`config.mk`:
```
export PLATFORM = sky130hd
export DESIGN_NAME = bew_raster_pos
export DESIGN_NICKNAME = d
export VERILOG_FILES = /design/src/hdl/bew_pkg.sv /design/src/hdl/bew_raster_pos.sv
export SDC_FILE = /design/constraint.sdc
export NUM_CORES = 1
export LEC_CHECK = 0
export BUFFER_PORTS_ARGS = -buffer_cell sky130_fd_sc_hd__buf_2
export CORE_ASPECT_RATIO = 1.5
export CORE_MARGIN = 4
export CORE_UTILIZATION = 49
export DETAILED_ROUTE_END_ITERATION = 7
export HOLD_SLACK_MARGIN = 0.1
export PLACE_DENSITY = 0.73
export SYNTH_ARGS = -nofsm -noshare
export SYNTH_HDL_FRONTEND = slang
export SYNTH_SLANG_ARGS = --single-unit
```
`constraint.sdc`:
```
create_clock -name i_clk -period 5.2 [get_ports i_clk]
set_input_delay 0.78 -clock i_clk [delete_from_list [all_inputs] [get_ports i_clk]]
set_output_delay 0.78 -clock i_clk [all_outputs]
set_load 0.01 [all_outputs]
```
`src/hdl/bew_pkg.sv`:
```
package bew_pkg;

    localparam int PIX_W           = 8;
    localparam int DIM_W           = 12;
    localparam int RAD_W           = 2;
    localparam int ROW_W           = 11;
    localparam int MAX_FRAME_LINES = 2048;
    localparam int PEND_W          = 14;
    localparam int CFG_IDX_W       = 3;
    localparam int CFG_DATA_W      = 12;

    localparam logic [CFG_IDX_W-1:0] REG_FRAME_WIDTH  = 3'd0;
    localparam logic [CFG_IDX_W-1:0] REG_FRAME_HEIGHT = 3'd1;
    localparam logic [CFG_IDX_W-1:0] REG_RADIUS_X     = 3'd2;
    localparam logic [CFG_IDX_W-1:0] REG_RADIUS_Y     = 3'd3;
    localparam logic [CFG_IDX_W-1:0] REG_FLAG_VALUE   = 3'd4;

    localparam logic [DIM_W-1:0] RST_FRAME_WIDTH  = 12'd640;
    localparam logic [DIM_W-1:0] RST_FRAME_HEIGHT = 12'd480;
    localparam logic [RAD_W-1:0] RST_RADIUS       = 2'd1;
    localparam logic [PIX_W-1:0] RST_FLAG_VALUE   = 8'd0;

    localparam logic [PIX_W-1:0] OUT_ERODED = 8'd0;
    localparam logic [PIX_W-1:0] OUT_KEPT   = 8'd255;

    typedef struct packed {
        logic row_zero;
        logic col_zero;
        logic last;
    } t_pos_flags;

endpackage

```
`src/hdl/bew_raster_pos.sv`:
```
module bew_raster_pos #(
    parameter int COL_W = 11
) (
    input  logic                    i_clk,
    input  logic                    i_rst_n,
    input  logic                    i_step,
    input  logic [bew_pkg::DIM_W-1:0] i_width,
    input  logic [bew_pkg::DIM_W-1:0] i_height,
    output logic [COL_W-1:0]        o_col,
    output bew_pkg::t_pos_flags     o_flags
);

    import bew_pkg::*;

    localparam int CMP_W = (COL_W + 1 > DIM_W) ? COL_W + 1 : DIM_W;

    logic [COL_W-1:0] r_col;
    logic [ROW_W-1:0] r_row;
    logic [COL_W-1:0] n_col;
    logic [ROW_W-1:0] n_row;
    logic [CMP_W-1:0] col_inc;
    logic [DIM_W-1:0] row_inc;
    logic             col_wrap;
    logic             row_wrap;

    assign col_inc  = CMP_W'(r_col) + CMP_W'(1);
    assign row_inc  = DIM_W'(r_row) + DIM_W'(1);
    assign col_wrap = col_inc >= CMP_W'(i_width);
    assign row_wrap = row_inc >= i_height;

    always_comb begin
        n_col = r_col;
        n_row = r_row;
        if (i_step) begin
            if (col_wrap) begin
                n_col = '0;
                n_row = row_wrap ? '0 : row_inc[ROW_W-1:0];
            end else begin
                n_col = col_inc[COL_W-1:0];
            end
        end
    end

    always_ff @(posedge i_clk) begin
        if (!i_rst_n) begin
            r_col <= '0;
            r_row <= '0;
        end else begin
            r_col <= n_col;
            r_row <= n_row;
        end
    end

    assign o_col            = r_col;
    assign o_flags.row_zero = (r_row == '0);
    assign o_flags.col_zero = (r_col == '0);
    assign o_flags.last     = col_wrap && row_wrap;

endmodule

```
==> results.ini <==
[run_status]
run_status=finished clean

[grt]
grt_pass1_vias=1661
antenna_found_initial=0
grt_start_max_net_pins=13
gr-total-overflow=0
grt_first_pass_wirelength_mm=7.16
globalRouteTotalUtil=0.173
groute.layer.met2.usage=0.317
gr-usage-met3=0.0151
busiest_layer=met2
groute.layer.met1.usage=0.200

[worst_setup_path]
cp_max_fanout=8
critical_path.startpoint_type=flop
crit_path_end_kind=output port
critPathArrivalTime_ns=3.13
required_ns=4.42
criticalPathCategory=reg -> out

[synthesis]
yosys_warnings=0
synth_enable_flop_cells=0
syn_avg_cell_area_sq_um=8.48
dominantRegCellSynth=sky130_fd_sc_hd__dfxtp_1
yosys.cell_types.count=52
synth-compound-area-share=0.255
synth_cells=234
dominant_combinational_cell_family_by_area_after_synthesis=compound AO/OA/AOI/OAI gates
synthTopCellsByArea=sky130_fd_sc_hd__dfxtp_1 22%, sky130_fd_sc_hd__ha_1 18%, sky130_fd_sc_hd__inv_1 5.9%
yosys.area.top_type_share=0.222
synth_fa_ha_area_frac=0.177
net_count_of_the_mapped_netlist=289
synth_seq_cells=22
synth.cells.most_frequent=31 x sky130_fd_sc_hd__inv_1, 28 x sky130_fd_sc_hd__ha_1, 24 x sky130_fd_sc_hd__nand2_1
synth.area.mux_share=0
netlist_area_sq_um=1980
synth.largest_area_cell=sky130_fd_sc_hd__dfxtp_1
yosys.area_share.simple=0.218
post_synth_xor_area_fraction=0.0618
synth_seq_area_share=0.222
asyncSetResetFlopFracSynth=0
yosysMostFrequentCell=sky130_fd_sc_hd__inv_1

[clocking]
clk_path_buf_depth=2
worst_skew_pair.late_latency_ns=0.26
cts_tree=yes
postCtsSetupBuffers=0
tritoncts.num_buffers=3
ctsHoldBuffers=0
cts.repair.resized=0
cts_root_buffer=sky130_fd_sc_hd__clkbuf_8
clk_transition_reported_paths_ns=0.08
clock-sinks=22
cts.htree.levels=1

[layout]
fillerInstances=384
flow.area_growth_from_synthesis_pct=14.9
multi_input_area_sq_um=1410
layout_cell_share_with_drive_strength_beyond_1=0.239
design.final.nets=332
final_util=0.581
area.sequential_sq_um=440
antenna_cells=0

[timing]
final-max-slew-violation-count=0
max_slew_margin=0.444
finalCritPeriodShare=0.752
finalSetupTns_ns=0
finalClockSkew_ns=0.00369
timing.final.hold_violations=0
period_minus_slack_ns=3.91
worstMarginPinSlew_ns=0.832
timing.fmax_ghz=0.256
grt_setup_unrepaired=false
setup_viol=0

[drt]
firstDrtPassIters=4
via_count=1763
routed_wl_mm=4.05
antenna_left=0
detailedRoute.firstIterationViolations=97
route.detailed.wl_per_inst_um=12.6
drc=0
vias_per_cell=5.49

[placement]
port-buffer-count=40
gp_congestion=0.848
detailedPlacementHpwl_mm=3.39

[die]
die-height_um=85.9
floorplan.initialDensity=0.506
fp.coreArea_sq_um=3920
rows=28
boundary_pins=41
fp.dieW_um=60.0
die_area_sq_um=5150

[worst_hold_path]
timing.hold.worst.class=reg -> reg

[power_and_ir_drop]
leakage_nw=1.15
vdd_drop_max_mv=0.112
powerDensity_nw_per_um2=170
post-layout-total-power_uw=388

[run]
max-cap-violations=0

[metrics by stage]
step	hold WS (ns)	setup WS, ns	instance area [sq um]	instances
detailed placement	0.491	1.58	2220	317
finish	0.504	1.29	2280	321
global placement	0.486	1.65	2220	317
floorplan	0.457	1.85	1980	234
CTS	0.505	1.29	2280	321
global route	0.533	1.09	2280	321
[sequential cells by signal, summed over array words and instances (netlist names)]
name	count
r_row	11
o_col	11
[layout make-up]
cell class,instances,share of cell area
sequential,22,0.193
inverter,31,0.0510
timing repair buffer,40,0.0878
multi-input combinational,179,0.619
clock buffer,4,0.0241
tap,45,0.0247
[critical path: stages, from the launching register on]
cell and delay, ns:
sky130_fd_sc_hd__dfxtp_1 0.45, sky130_fd_sc_hd__ha_1 0.27, sky130_fd_sc_hd__nand3_1 0.13, sky130_fd_sc_hd__nor2_1 0.22
sky130_fd_sc_hd__nand4_1 0.14, sky130_fd_sc_hd__xnor2_1 0.22, sky130_fd_sc_hd__ha_1 0.26, sky130_fd_sc_hd__and4_4 0.19
sky130_fd_sc_hd__nor2b_4 0.12, sky130_fd_sc_hd__or3_1 0.32, sky130_fd_sc_hd__a31o_2 0.26, sky130_fd_sc_hd__and2_1 0.14
sky130_fd_sc_hd__buf_2 0.13
[cells by family after synthesis]
family                     after synthesis
and+or+nand+nor                         80
buffers and inverters                   33
adders and majority gates               28
DFF                                     22
xor gates and xnor gates                14
AOI/OAI and AO/OA                       57
[layout by cell type (no fill, tap or decap), drive strengths merged, types with 9 or more instances in the layout]
cell type   n
xnor2      10
a22o       11
ha         28
buf        40
dfxtp      22
nor2       14
inv        31
o21ai      10
nand3       9
nand2      24
[metal layers]
layer  up-vias  wire, um
met1       803      1640
li1        912         -
met2        40      2140
met4         0        76
met3         8       193
met5         -         0
[power breakdown]
group	total, mW	internal (mW)	switching (mW)
clock	0.124	0.0675	0.0564
combinational	0.0802	0.0405	0.0397
sequential	0.184	0.174	0.00996
[worst paths after layout]
kind	from	end	slack, ns	cells after the start
setup reg to reg	o_col[0]$_SDFFE_PN0P_	r_row[2]$_SDFFE_PN0P_	1.74	12
hold / removal	r_row[6]$_SDFFE_PN0P_	r_row[6]$_SDFFE_PN0P_	0.50	2
setup / recovery	o_col[0]$_SDFFE_PN0P_	o_flags[0]	1.29	12
hold reg to reg	r_row[6]$_SDFFE_PN0P_	r_row[6]$_SDFFE_PN0P_	0.50	2
Note: power is estimated with default switching activity, not from simulation.
